`config.mk`:
```
export PLATFORM = sky130hd
export DESIGN_NAME = bch_update
export DESIGN_NICKNAME = d
export VERILOG_FILES = /design/src/rtl/core/bch_pkg.sv /design/src/rtl/core/bch_update.sv
export SDC_FILE = /design/constraint.sdc
export NUM_CORES = 1
export LEC_CHECK = 0
export ABC_CLOCK_PERIOD_IN_PS = 5500
export BUFFER_PORTS_ARGS = -buffer_cell sky130_fd_sc_hd__buf_4
export CORE_AREA = 2 2 254 256
export DETAILED_ROUTE_END_ITERATION = 7
export DIE_AREA = 0 0 256 258
export GPL_TIMING_DRIVEN = 0
export PLACE_DENSITY = 0.37
export SYNTH_ARGS = -nofsm -noshare
export SYNTH_HDL_FRONTEND = slang
export SYNTH_SLANG_ARGS = --single-unit
```
`constraint.sdc`:
```
create_clock -name vclk -period 5.5
set_input_delay 0.275 -clock vclk [all_inputs]
set_output_delay 0.275 -clock vclk [all_outputs]
set_load 0.02 [all_outputs]
```
`src/rtl/core/bch_pkg.sv`:
```
`timescale 1ns / 1ps
// ----------------------------------------------------------------------------
// bch_pkg
// shared types, constants and helpers of the conversion histogram
// ----------------------------------------------------------------------------
package bch_pkg;

    localparam int BIN_COUNT   = 1024;
    localparam int COUNT_WIDTH = 32;

    localparam int OFFSET_W    = 10;
    localparam int CHAR_W      = 8;
    localparam int OUT_FIELD_W = 32;
    localparam int SLOT_COUNT  = 6;
    localparam int SLOT_W      = 3;
    localparam int OUT_W       = (SLOT_COUNT + 1) * OUT_FIELD_W;
    localparam int IN_DATA_W   = 40;

    localparam int BIN_ADDR_W  = (BIN_COUNT > 1) ? $clog2(BIN_COUNT) : 1;
    localparam int BIN_IDX_W   = ((OFFSET_W > BIN_ADDR_W) ? OFFSET_W : BIN_ADDR_W) + 1;

    typedef logic [COUNT_WIDTH-1:0]                  cnt_t;
    typedef logic [SLOT_COUNT-1:0][COUNT_WIDTH-1:0]  row_t;
    typedef logic [BIN_ADDR_W-1:0]                   bin_addr_t;

    localparam cnt_t CNT_MAX = {COUNT_WIDTH{1'b1}};

    // opcodes
    localparam logic OP_COUNT = 1'b0;
    localparam logic OP_READ  = 1'b1;

    // strands
    localparam logic STRAND_POS = 1'b0;
    localparam logic STRAND_NEG = 1'b1;

    // counter kinds within one strand, and the first negative slot
    localparam logic [SLOT_W-1:0] KIND_UNCONV = 3'd0;
    localparam logic [SLOT_W-1:0] KIND_CONV   = 3'd1;
    localparam logic [SLOT_W-1:0] KIND_ERR    = 3'd2;
    localparam logic [SLOT_W-1:0] NEG_BASE    = 3'd3;

    // ascii characters
    localparam logic [CHAR_W-1:0] CH_C       = 8'h43;
    localparam logic [CHAR_W-1:0] CH_G       = 8'h47;
    localparam logic [CHAR_W-1:0] CH_N       = 8'h4E;
    localparam logic [CHAR_W-1:0] CH_T       = 8'h54;
    localparam logic [CHAR_W-1:0] CH_LOW_A   = 8'h61;
    localparam logic [CHAR_W-1:0] CH_LOW_Z   = 8'h7A;
    localparam logic [CHAR_W-1:0] CASE_DELTA = 8'h20;

    typedef struct packed {
        logic              opcode;
        logic              strand;
        logic [OFFSET_W-1:0] read_offset;
        logic [CHAR_W-1:0] ref_base;
        logic [CHAR_W-1:0] neighbour_base;
        logic              neighbour_present;
        logic              past_end;
        logic [CHAR_W-1:0] read_base;
    } in_item_t;

    typedef struct packed {
        logic              is_read;
        logic              overhang;
        logic              bump;
        logic [SLOT_W-1:0] slot;
        logic              in_range;
        bin_addr_t         addr;
    } dec_t;

    typedef struct packed {
        logic      we;
        bin_addr_t addr;
        row_t      data;
    } mem_wr_t;

    function automatic logic [CHAR_W-1:0] upcase(input logic [CHAR_W-1:0] ch);
        logic [CHAR_W-1:0] r;
        r = ch;
        if (ch >= CH_LOW_A && ch <= CH_LOW_Z)
            r = ch - CASE_DELTA;
        return r;
    endfunction

    function automatic logic [OUT_FIELD_W-1:0] clip_out(input cnt_t v);
        logic [OUT_FIELD_W-1:0] r;
        if (v > cnt_t'({OUT_FIELD_W{1'b1}}))
            r = {OUT_FIELD_W{1'b1}};
        else
            r = OUT_FIELD_W'(v);
        return r;
    endfunction

    function automatic cnt_t sat_inc(input cnt_t v);
        cnt_t r;
        r = (v == CNT_MAX) ? v : v + cnt_t'(1);
        return r;
    endfunction

endpackage

```
`src/rtl/core/bch_update.sv`:
```
`timescale 1ns / 1ps
// ----------------------------------------------------------------------------
// bch_update
// saturating bump of one counter slot and read-out packing
// ----------------------------------------------------------------------------
module bch_update import bch_pkg::*;
(
    input  dec_t             dec,
    input  row_t             old_row,
    input  cnt_t             overhang,
    output row_t             new_row,
    output logic [OUT_W-1:0] result
);

    always_comb
    begin
        new_row = old_row;
        for (int j = 0; j < SLOT_COUNT; j++)
        begin
            if (dec.slot == SLOT_W'(j))
                new_row[j] = sat_inc(old_row[j]);
        end
    end

    always_comb
    begin
        for (int j = 0; j < SLOT_COUNT; j++)
            result[j*OUT_FIELD_W +: OUT_FIELD_W] =
                dec.in_range ? clip_out(old_row[j]) : '0;
        result[SLOT_COUNT*OUT_FIELD_W +: OUT_FIELD_W] = clip_out(overhang);
    end

endmodule

```
Yosys cells after proc, flatten, opt, wreduce, memory -nomap -nowiden
Index checks and enable logic that the tools add are counted.
- flip-flop bits (word level): 0
- bits of input ports: 241
- logic and storage cells: 50
- output and inout port bits: 416
- reduce and logical (&&, ||, !) cells: 1
- add/subtract/negate cells: 6
- $lt $le $gt $ge: 7
- muxes and demuxes: 25
- equal/unequal tests: 11
- operator list (operator ; number):
    2-to-1 mux 32 bit ; 25
    > comparator 32 bit (second input constant) ; 7
    adder 32 x 1 -> 32 bit (second input constant) ; 6
    == test 32 bit (second input constant) ; 6
    == test 3 x 2 -> 1 bit (second input constant) ; 2
    == test 3 bit (second input constant) ; 2
    == test 3 x 1 -> 1 bit (second input constant) ; 1
    zero test 3 bit ; 1

Depth between registers and ports, before layout
- word-level depth: 3
- depth in mapped cells: 7
- mapped depth without buffers: 6

Worst setup path after synthesis
OpenSTA, ideal clock, no wires.
- path type: input port to output port
- from: input dec[12] in the netlist's numbering
- to: output new_row[29] in the netlist's numbering
- data arrival time: 2.317 ns
- buffers on the path: 2
- cell stages on the path: 7
- path slack: 2.908 ns
- required time: 5.225 ns
- cell sequence: clkbuf_2 > or3_1 > or3_1 > or4_1 > buf_2 > or3b_4 > xnor2_2
- RTL lines (what ; RTL line ; text):
    from (decl) ; bch_update.sv:8 ; input dec_t dec,
    to (decl) ; bch_update.sv:11 ; output row_t new_row,

==> flow_summary.yaml <==
status:
  status: "finished clean"
detailed_routing:
  route.vias.total: 9440
  viasPerCell: 3.938
  drtPass1Iterations: 4
  drc: 0
  drt_iter0_drc: 372
  drt-total-wl_mm: 45.07
  wl_per_cell_microns: 18.80
  ant_nets: 0
finish:
  fin_area_sq_um: 11560
  multiInputGateArea_sq_um: 5502
  seq_area_sq_um: 0
  fillers: 7444
  layout_common_cells: "buf_4 (638), and2_1 (198), xnor2_1 (121), nand4_1 (84), nand2_1 (78)"
  area_growth_syn_to_layout_pct: 94.59
  fin_cells: 2397
  final_common_cell: "buf_4"
  nFlopsAndLatches: 0
  nClkBuffers: 0
  nets: 1791
  drive_above_1_share_pct: 42.48
  n_antenna_cell: 0
synth:
  yosys.area.top_type: "and2_1"
  yosysWarnings: 0
  synth.avg_cell_area_sq_um: 6.347
  syn_inst: 936
  synthTopCellsByArea: "and2_1 (21%), xnor2_1 (18%), nand4_1 (8.8%)"
  syn_nets: 1183
  synth_top_area_share_pct: 20.85
  synth-seq-area-share_pct: 0
  syn_area_sq_um: 5941
  synth.distinct_cells: 46
floorplanning:
  core_sq_um: 63650
  ios: 657
  die_area_sq_um: 66050
  die_h_microns: 258
  initial_core_util_pct: 9.333
  die_w_microns: 256
  rows: 93
worst_setup_path:
  path_max_fanout: 9
  crit_top_cell: "nand4_1"
  crit_path_top_delay_cell: "nor3b_1"
  arrival_ps: 3190
  cp-startpoint: "dec[12]"
  path_cells: "clkbuf_2 -> nor3_1 -> nand4_1 -> nor3b_1 -> nand4_1 -> xnor2_1 -> buf_4"
  critPathCapture: "new_row[24]"
  cp.required_ps: 5220
  cp-end-kind: "primary output"
  start_kind: "input pin"
  slowest_delay_ps: 1030
  crit_type: "in2out"
sta:
  tightestPinTransition_ps: 1218
  finalCritPeriodShare_pct: 63.08
  max_freq_ghz: 0.2882
  setup_viol: 0
  fin_tns_setup_ps: 0
  relSlewSlack_pct: 18.62
  rsz0062_at_grt: "no"
  layout_min_cycle_time_ps: 3470
  hold_viol: 0
  slew_viol_final: 0
power_and_ir_drop:
  p_total_uw: 950.5
  p_int_uw: 406.4
  netSwitchingPower_uw: 544.0
  switching_share_pct: 57.24
  seqPwrFrac_pct: 0
  p_per_area_nw_per_um2: 82.22
  clockPowerShare_pct: 0
  peakVddDrop_v: 0.00004156
  power.leakage_nw: 5.056
  combinationalPowerShare_pct: 100.0
clock_tree:
  cts_resized: 0
  cts_setup_buffers: 0
  holdBufCountCts: 0
hold_path:
  hold_start: "overhang[13]"
  min_path_type: "in2out"
grt:
  grt_pass1_vias: 9492
  grtUsageTotal_pct: 12.63
  grt_max_degree: 11
  antenna_found_initial: 1
  grt_pass1_wl_mm: 64.16
  grt_overflow: 0
placed_design:
  place_hpwl_mm: 39.47
  globalplace.congestion: 0.8955
  placed_area_sq_um: 11560
  io_buffers: 606
  placedCellCount: 2397
flow_run:
  cap_violations: 0
metal layers:
layer / routed length, microns / track usage [%] / up-vias
li1: - / - / 4475
met1: 18380 / 14.92 / 4472
met2: 23160 / 24.25 / 476
met3: 3179 / 2.532 / 17
met4: 354 / 0.9422 / 0
met5: 0 / 0 / -
kinds of logic (layout without fill, tap and decap cells):
logic type | after synthesis | count (layout) | synth area share, %
simple gates | 635 | 635 | 60.85
xor+xnor | 176 | 176 | 26.07
buf+inv | 82 | 688 | 7.392
compound gates | 31 | 31 | 3.307
fa+ha+maj | 6 | 6 | 1.264
mux | 6 | 6 | 1.116
cell usage after synthesis (all sizes together), types with 3 or more instances:
library cell and n:
xor2 54, inv 15, buf 36, nand4b 6
nand4 84, nor3b 7, xnor2 122, nor3 31
nand3b 6, and4 14, or3 5, clkbuf 31
ha 6, nand2 78, a31oi 9, mux2 5
nand3 76, and2 198, nor2 49, or2 3
a21oi 12, and3 35, or4 3, nor4 31
nor2b 3
worst min path at each step:
stage                   to  slack, ps  depth (start not counted)
2_1_floorplan  new_row[29]        650                          1
3_3_place_gp   result[205]        750                          2
3_5_place_dp   result[205]        750                          2
4_1_cts        result[205]        750                          2
5_1_grt        result[217]        750                          2
6_report       result[205]        750                          2
power groups by stage:
| stage | Sequential [mW] | Clock [mW] | Combinational (mW) |
|---|---|---|---|
| floorplan | 0 | 0 | 0.415 |
| global placement | 0 | 0 | 0.963 |
| detailed placement | 0 | 0 | 0.963 |
| CTS | 0 | 0 | 0.967 |
| global route | 0 | 0 | 1.01 |
| finish | 0 | 0 | 0.950 |
layout make-up:
type,count,share of cell area (%)
plain buffers,67,3.312
inverters,15,0.4871
multi-input cells,854,47.59
well taps,855,9.254
repair buffers,606,39.36
critical path, delay by kind of cell:
family | cells | cell delay, ps
and+or+nand+nor | 4 | 2150
xor gates and xnor gates | 1 | 210
buffers and inverters | 2 | 540
metrics by stage:
step           setup WS, ps  hold WS [ps]  utilization [%]
3_3_place_gp           2036         748.0            18.16
2_1_floorplan          2908         649.2                -
5_1_grt                1760         751.6            18.16
4_1_cts                1960         747.5            18.16
3_5_place_dp           1967         747.5            18.16
6_report               2030         746.8            18.16
Note: power is estimated with default switching activity, not from simulation.
