==> src/rtl/core/bch_pkg.sv <==
`timescale 1ns / 1ps
// ----------------------------------------------------------------------------
// bch_pkg
// shared types, constants and helpers of the conversion histogram
// ----------------------------------------------------------------------------
package bch_pkg;

    localparam int BIN_COUNT   = 1024;
    localparam int COUNT_WIDTH = 32;

    localparam int OFFSET_W    = 10;
    localparam int CHAR_W      = 8;
    localparam int OUT_FIELD_W = 32;
    localparam int SLOT_COUNT  = 6;
    localparam int SLOT_W      = 3;
    localparam int OUT_W       = (SLOT_COUNT + 1) * OUT_FIELD_W;
    localparam int IN_DATA_W   = 40;

    localparam int BIN_ADDR_W  = (BIN_COUNT > 1) ? $clog2(BIN_COUNT) : 1;
    localparam int BIN_IDX_W   = ((OFFSET_W > BIN_ADDR_W) ? OFFSET_W : BIN_ADDR_W) + 1;

    typedef logic [COUNT_WIDTH-1:0]                  cnt_t;
    typedef logic [SLOT_COUNT-1:0][COUNT_WIDTH-1:0]  row_t;
    typedef logic [BIN_ADDR_W-1:0]                   bin_addr_t;

    localparam cnt_t CNT_MAX = {COUNT_WIDTH{1'b1}};

    // opcodes
    localparam logic OP_COUNT = 1'b0;
    localparam logic OP_READ  = 1'b1;

    // strands
    localparam logic STRAND_POS = 1'b0;
    localparam logic STRAND_NEG = 1'b1;

    // counter kinds within one strand, and the first negative slot
    localparam logic [SLOT_W-1:0] KIND_UNCONV = 3'd0;
    localparam logic [SLOT_W-1:0] KIND_CONV   = 3'd1;
    localparam logic [SLOT_W-1:0] KIND_ERR    = 3'd2;
    localparam logic [SLOT_W-1:0] NEG_BASE    = 3'd3;

    // ascii characters
    localparam logic [CHAR_W-1:0] CH_C       = 8'h43;
    localparam logic [CHAR_W-1:0] CH_G       = 8'h47;
    localparam logic [CHAR_W-1:0] CH_N       = 8'h4E;
    localparam logic [CHAR_W-1:0] CH_T       = 8'h54;
    localparam logic [CHAR_W-1:0] CH_LOW_A   = 8'h61;
    localparam logic [CHAR_W-1:0] CH_LOW_Z   = 8'h7A;
    localparam logic [CHAR_W-1:0] CASE_DELTA = 8'h20;

    typedef struct packed {
        logic              opcode;
        logic              strand;
        logic [OFFSET_W-1:0] read_offset;
        logic [CHAR_W-1:0] ref_base;
        logic [CHAR_W-1:0] neighbour_base;
        logic              neighbour_present;
        logic              past_end;
        logic [CHAR_W-1:0] read_base;
    } in_item_t;

    typedef struct packed {
        logic              is_read;
        logic              overhang;
        logic              bump;
        logic [SLOT_W-1:0] slot;
        logic              in_range;
        bin_addr_t         addr;
    } dec_t;

    typedef struct packed {
        logic      we;
        bin_addr_t addr;
        row_t      data;
    } mem_wr_t;

    function automatic logic [CHAR_W-1:0] upcase(input logic [CHAR_W-1:0] ch);
        logic [CHAR_W-1:0] r;
        r = ch;
        if (ch >= CH_LOW_A && ch <= CH_LOW_Z)
            r = ch - CASE_DELTA;
        return r;
    endfunction

    function automatic logic [OUT_FIELD_W-1:0] clip_out(input cnt_t v);
        logic [OUT_FIELD_W-1:0] r;
        if (v > cnt_t'({OUT_FIELD_W{1'b1}}))
            r = {OUT_FIELD_W{1'b1}};
        else
            r = OUT_FIELD_W'(v);
        return r;
    endfunction

    function automatic cnt_t sat_inc(input cnt_t v);
        cnt_t r;
        r = (v == CNT_MAX) ? v : v + cnt_t'(1);
        return r;
    endfunction

endpackage

==> src/rtl/core/bch_decode.sv <==
`timescale 1ns / 1ps
// ----------------------------------------------------------------------------
// bch_decode
// classifies one word: qualifying site, counter slot, overhang, bin address
// ----------------------------------------------------------------------------
module bch_decode import bch_pkg::*;
(
    input  logic     include_cpg,
    input  in_item_t item,
    output dec_t     dec
);

    logic [CHAR_W-1:0]    ref_u;
    logic [CHAR_W-1:0]    nb_u;
    logic [CHAR_W-1:0]    rd_u;
    logic                 qualifies;
    logic [SLOT_W-1:0]    kind;
    logic                 known;
    logic [BIN_IDX_W-1:0] idx;

    always_comb
    begin
        ref_u = upcase(item.ref_base);
        nb_u  = upcase(item.neighbour_base);
        rd_u  = upcase(item.read_base);

        if (item.strand == STRAND_POS)
            qualifies = (ref_u == CH_C) &&
                        (!item.neighbour_present || nb_u != CH_G || include_cpg);
        else
            qualifies = (ref_u == CH_G) &&
                        (!item.neighbour_present || nb_u != CH_C || include_cpg);

        known = 1'b1;
        if (rd_u == CH_C)
            kind = KIND_UNCONV;
        else if (rd_u == CH_T)
            kind = KIND_CONV;
        else
        begin
            kind  = KIND_ERR;
            known = (rd_u != CH_N);
        end

        idx = BIN_IDX_W'(item.read_offset);

        dec.is_read  = (item.opcode == OP_READ);
        dec.overhang = (item.opcode == OP_COUNT) && item.past_end;
        dec.in_range = (idx < BIN_IDX_W'(BIN_COUNT));
        dec.addr     = idx[BIN_ADDR_W-1:0];
        dec.slot     = (item.strand == STRAND_NEG) ? kind + NEG_BASE : kind;
        dec.bump     = (item.opcode == OP_COUNT) && !item.past_end && qualifies && known;
    end

endmodule

==> config.mk <==
export PLATFORM = sky130hd
export DESIGN_NAME = bch_decode
export DESIGN_NICKNAME = d
export VERILOG_FILES = /design/src/rtl/core/bch_pkg.sv /design/src/rtl/core/bch_decode.sv
export SDC_FILE = /design/constraint.sdc
export NUM_CORES = 1
export LEC_CHECK = 0
export BUFFER_PORTS_ARGS = -buffer_cell sky130_fd_sc_hd__clkbuf_2
export CAP_MARGIN = 5
export CORE_AREA = 3 3 40 42
export DETAILED_ROUTE_END_ITERATION = 12
export DIE_AREA = 0 0 43 45
export PLACE_DENSITY_LB_ADDON = 0.15
export SYNTH_ARGS = -nofsm -noshare
export SYNTH_HDL_FRONTEND = slang
export SYNTH_SLANG_ARGS = --single-unit
==> constraint.sdc <==
create_clock -name vclk -period 2.85
set_clock_uncertainty 0.2 [all_clocks]
set_input_delay 0.57 -clock vclk [all_inputs]
set_output_delay 0.57 -clock vclk [all_outputs]
set_load 0.01 [all_outputs]
Yosys cells after proc, flatten, opt, wreduce, memory -nomap -nowiden
Cells that the tools add are included.
W data, S select, Z words.
{ "totals": {"reg_bits": 0, "latchBits": 0, "ramBits": 0, "rom_bits": 0, "inputBits": 39, "out_inout_bits": 17, "elab_cells": 42, "mem_count": 0} }
{ "op_classes": {"addsub": 4, "n_mul": 0, "div_mod_pow": 0, "order_cmp": 6, "eq_ne": 7, "shifts": 0, "mux": 9, "bitwise": 1, "n_reduce_logical": 15} }
{ "ops": {"columns": ["cell", "n"], "rows": [
  ["$eq A8 B7 Y1 const B", 4],
  ["$ge A8 B7 Y1 const B", 3],
  ["$le A8 B7 Y1 const B", 3],
  ["$mux W8", 3],
  ["$ne A8 B7 Y1 const B", 3],
  ["$sub A8 B6 Y8 const B", 3],
  ["$logic_and A1 B1 Y1", 9],
  ["$logic_or A1 B1 Y1", 4],
  ["$mux W2", 2],
  ["$add A3 B2 Y3 const B", 1],
  ["$mux W1", 3],
  ["$mux W3", 1],
  ["$logic_not A1 Y1", 2],
  ["$not A1 Y1", 1]
]} }

Depth between registers and ports, before layout
{ "logic_depth": {"ltp_word": 10, "depth_mapped": 8, "mapped_depth_nobuf": 8} }

Worst setup path before layout
No wires, ideal clock.
{ "synth_timing": {"kind": "input-to-output", "startpoint": "in item[5] (netlist bit)", "endpoint": "out dec[12] (netlist bit)", "arrival_time_ps": 1886, "required_time_ps": 2080, "path_slack_ps": 194, "stages": 8, "n_path_buf": 0, "cell_sequence": "inv_1 > ha_1 > o21ai_1 > nand3b_1 > nor3b_2 > inv_1 > ha_1 > mux2i_1"} }
{ "synth_rtl": {"columns": ["item", "line_no", "source"], "rows": [
  ["from (decl)", "bch_decode.sv:9", "input in_item_t item,"],
  ["to (decl)", "bch_decode.sv:10", "output dec_t dec"]
]} }

==> metrics.yaml <==
floorplanning:
  die_x_um: 43
  initial_core_util_pct: 31.55
  ioPinCount: 56
  die_height_um: 45
  num_rows: 13
  die-area_sq_um: 1935
  design.core.area_sq_um: 1285
yosys:
  syn_avg_cell_area_sq_um: 7.507
  yosys.cell_types.count: 26
  post_synth_mux_area_share_pct: 6.173
  synth_simple_gate_area_share_pct: 33.64
  synthesis.area_sq_um: 405.4
  syn_nets: 97
  synthesis_warning_total: 0
  yosys.area_share.adder_pct: 12.35
  compound_gate_fraction_of_synth_area_pct: 9.259
  synth_xor_area_share_pct: 4.321
  postSynthCellCount: 54
  synth_sequential_area_ratio_pct: 0
  main_combinational_cell_family_by_area_after_synthesis: "simple AND/OR/NAND/NOR gates"
critical_path:
  crit_type: "input port to primary output"
  worst-path-stages: 10
  critical_path.endpoint: "dec[12]"
  worstPathBufferInverterCount: 4
  slowest_stage: "ha_1"
  critical_path.top_delay_family: "adder cells"
  cp_max_fo: 3
  arrival_ns: 2.00
  required_ns: 2.08
  endpoint_kind: "primary output"
  crit_start: "item[5]"
  critical_path.startpoint_type: "input port"
  slowest_delay_ns: 0.28
  crit_chain: "buf_8 > inv_4 > ha_4 > o21ai_2 > nand3b_1 > nor3b_2 > inv_1 > ha_1 > mux2i_1 > buf_2"
pwr:
  power.static_leakage_nw: 0.2960
  total_power_mw: 0.06001
  power_density_nw_per_um2: 107.3
  power.ir.vdd_worst_mv: 0.03855
global_route:
  grt_first_pass_wirelength_um: 1352
  grt_overflow: 0
  number_of_global_route_vias_before_repair: 379
  grt_max_degree: 6
  grt_usage_pct: 8.375
  grt_antenna_before_repair: 0
placement:
  io_buffer_count: 35
  detailed_place_hpwl_um: 798.4
  postPlaceCellArea_sq_um: 509.2
  gp_routability_congestion: 0.6221
  dp.cells: 93
finish:
  fin_util_pct: 43.52
  final.clkbuf_count: 0
  layout_stage_area_growth_over_the_synthesis_result_pct: 37.96
  drive_above_1_share_pct: 59.49
  numSequentialCells: 0
  antenna_cells: 0
  post-route-cell-area_sq_um: 559.3
  finalNonFillerCells: 94
  seqCellArea_sq_um: 0
  finish.net_count: 124
drt:
  detail_route.vias_per_cell: 4.574
  number_of_drc_markers_after_the_initial_detailed_route_iteration: 1
  drtPass1Iterations: 4
  drc: 0
  post_drt_wl_per_cell_um: 9.149
  drtAntennaViolNets: 0
  num_vias: 430
  totalWireLength_um: 860
worst_hold_path:
  worstHoldPathType: "input port to primary output"
sta:
  final_worst_path_period_share_pct: 97.30
  fin_tns_setup_ns: 0
  finalWorstPathRequiredPeriod_ns: 2.773
  setup-violations-final: 0
  hold_violations: 0
  maxClockFrequency_mhz: 360.6
  rsz_0062_raised_after_global_routing: "true"
  drv_slew: 0
flow_run:
  max_cap_viol_count: 0
outcome:
  run_status: "complete, no violations"
cells by family after synthesis:
family / after synthesis
AO/OA/AOI/OAI: 5
buffers and inverters: 21
other: 1
multiplexers: 2
XOR/XNOR: 2
adder cells (fa/ha/maj): 4
AND/OR/NAND/NOR: 19
where the power goes:
part | total [mW] | switching, mW | internal, mW
sequential | 0 | 0 | 0
combinational | 0.0600 | 0.0261 | 0.0339
clock | 0 | 0 | 0
total | 0.0600 | 0.0261 | 0.0339
layer usage:
| layer | global-route usage [%] | wire length [um] |
|---|---|---|
| met5 | 0 | 0 |
| met4 | 0.6024 | 0 |
| met3 | 1.195 | 125 |
| met2 | 16.47 | 441 |
| met1 | 10.00 | 294 |
Yosys cell counts (all sizes together):
cell type,number,area [sq um]
nand4b,2,17.52
nor2b,3,18.77
buf,13,105.1
nor4b,2,23.77
nand3b,1,7.510
and4bb,1,12.51
a31oi,1,6.260
xor2,1,8.760
nand2,1,3.750
nor2,2,7.510
o21ai,2,10.00
nor3b,1,12.51
o22ai,1,6.260
mux2i,1,10.01
inv,8,30.03
nor3,3,15.01
a311oi,1,15.01
nor4,2,12.51
nand3,1,5.000
conb,1,3.750
ha,4,50.05
xnor2,1,8.760
mux2,1,15.01
per-stage QoR:
| stage | setup WS [ns] | hold slack, ns |
|---|---|---|
| after detailed placement | -0.03528 | 0.9401 |
| after CTS | 0.03694 | 0.9401 |
| final | 0.07683 | 0.9400 |
| after global routing | -0.05979 | 0.9400 |
| after global placement | -0.01403 | 0.9401 |
| after floorplan | 0.1943 | 0.9864 |
placed cells by master, fill, tap and decap left out, types with 2 or more instances in the layout:
master / Yosys / layout
buf_4: 12 / 3
clkbuf_2: 0 / 32
ha_1: 4 / 3
inv_1: 8 / 6
inv_4: 0 / 2
nand4b_1: 2 / 2
nor2_1: 2 / 2
nor2b_1: 3 / 3
nor3_1: 3 / 2
nor4_1: 2 / 2
cell type report:
cell class | count | area, sq um
Inverter | 8 | 35.03
Timing Repair Buffer | 38 | 214.0
Fill cell | 139 | 725.7
Multi-Input combinational cell | 33 | 291.5
Tap cell | 15 | 18.77
worst min path at each step:
stage,start,endpoint,slack (ns),depth (start not counted)
after global placement,item[28],dec[2],0.94,0
after global routing,item[30],dec[4],0.94,0
after floorplan,item[37],dec[15],0.99,1
final,item[29],dec[3],0.94,0
after CTS,item[28],dec[2],0.94,0
after detailed placement,item[28],dec[2],0.94,0
timing repair:
action                                  CTS  global route
buffers inserted                          1             0
resized for setup                         3             8
pin swaps                                 5             5
cloned                                    0             0
endpoints found under the hold margin     0             0
hold buffers                              0             0
endpoints found under the setup margin    1             1
Power figures use the tool's default switching activity.
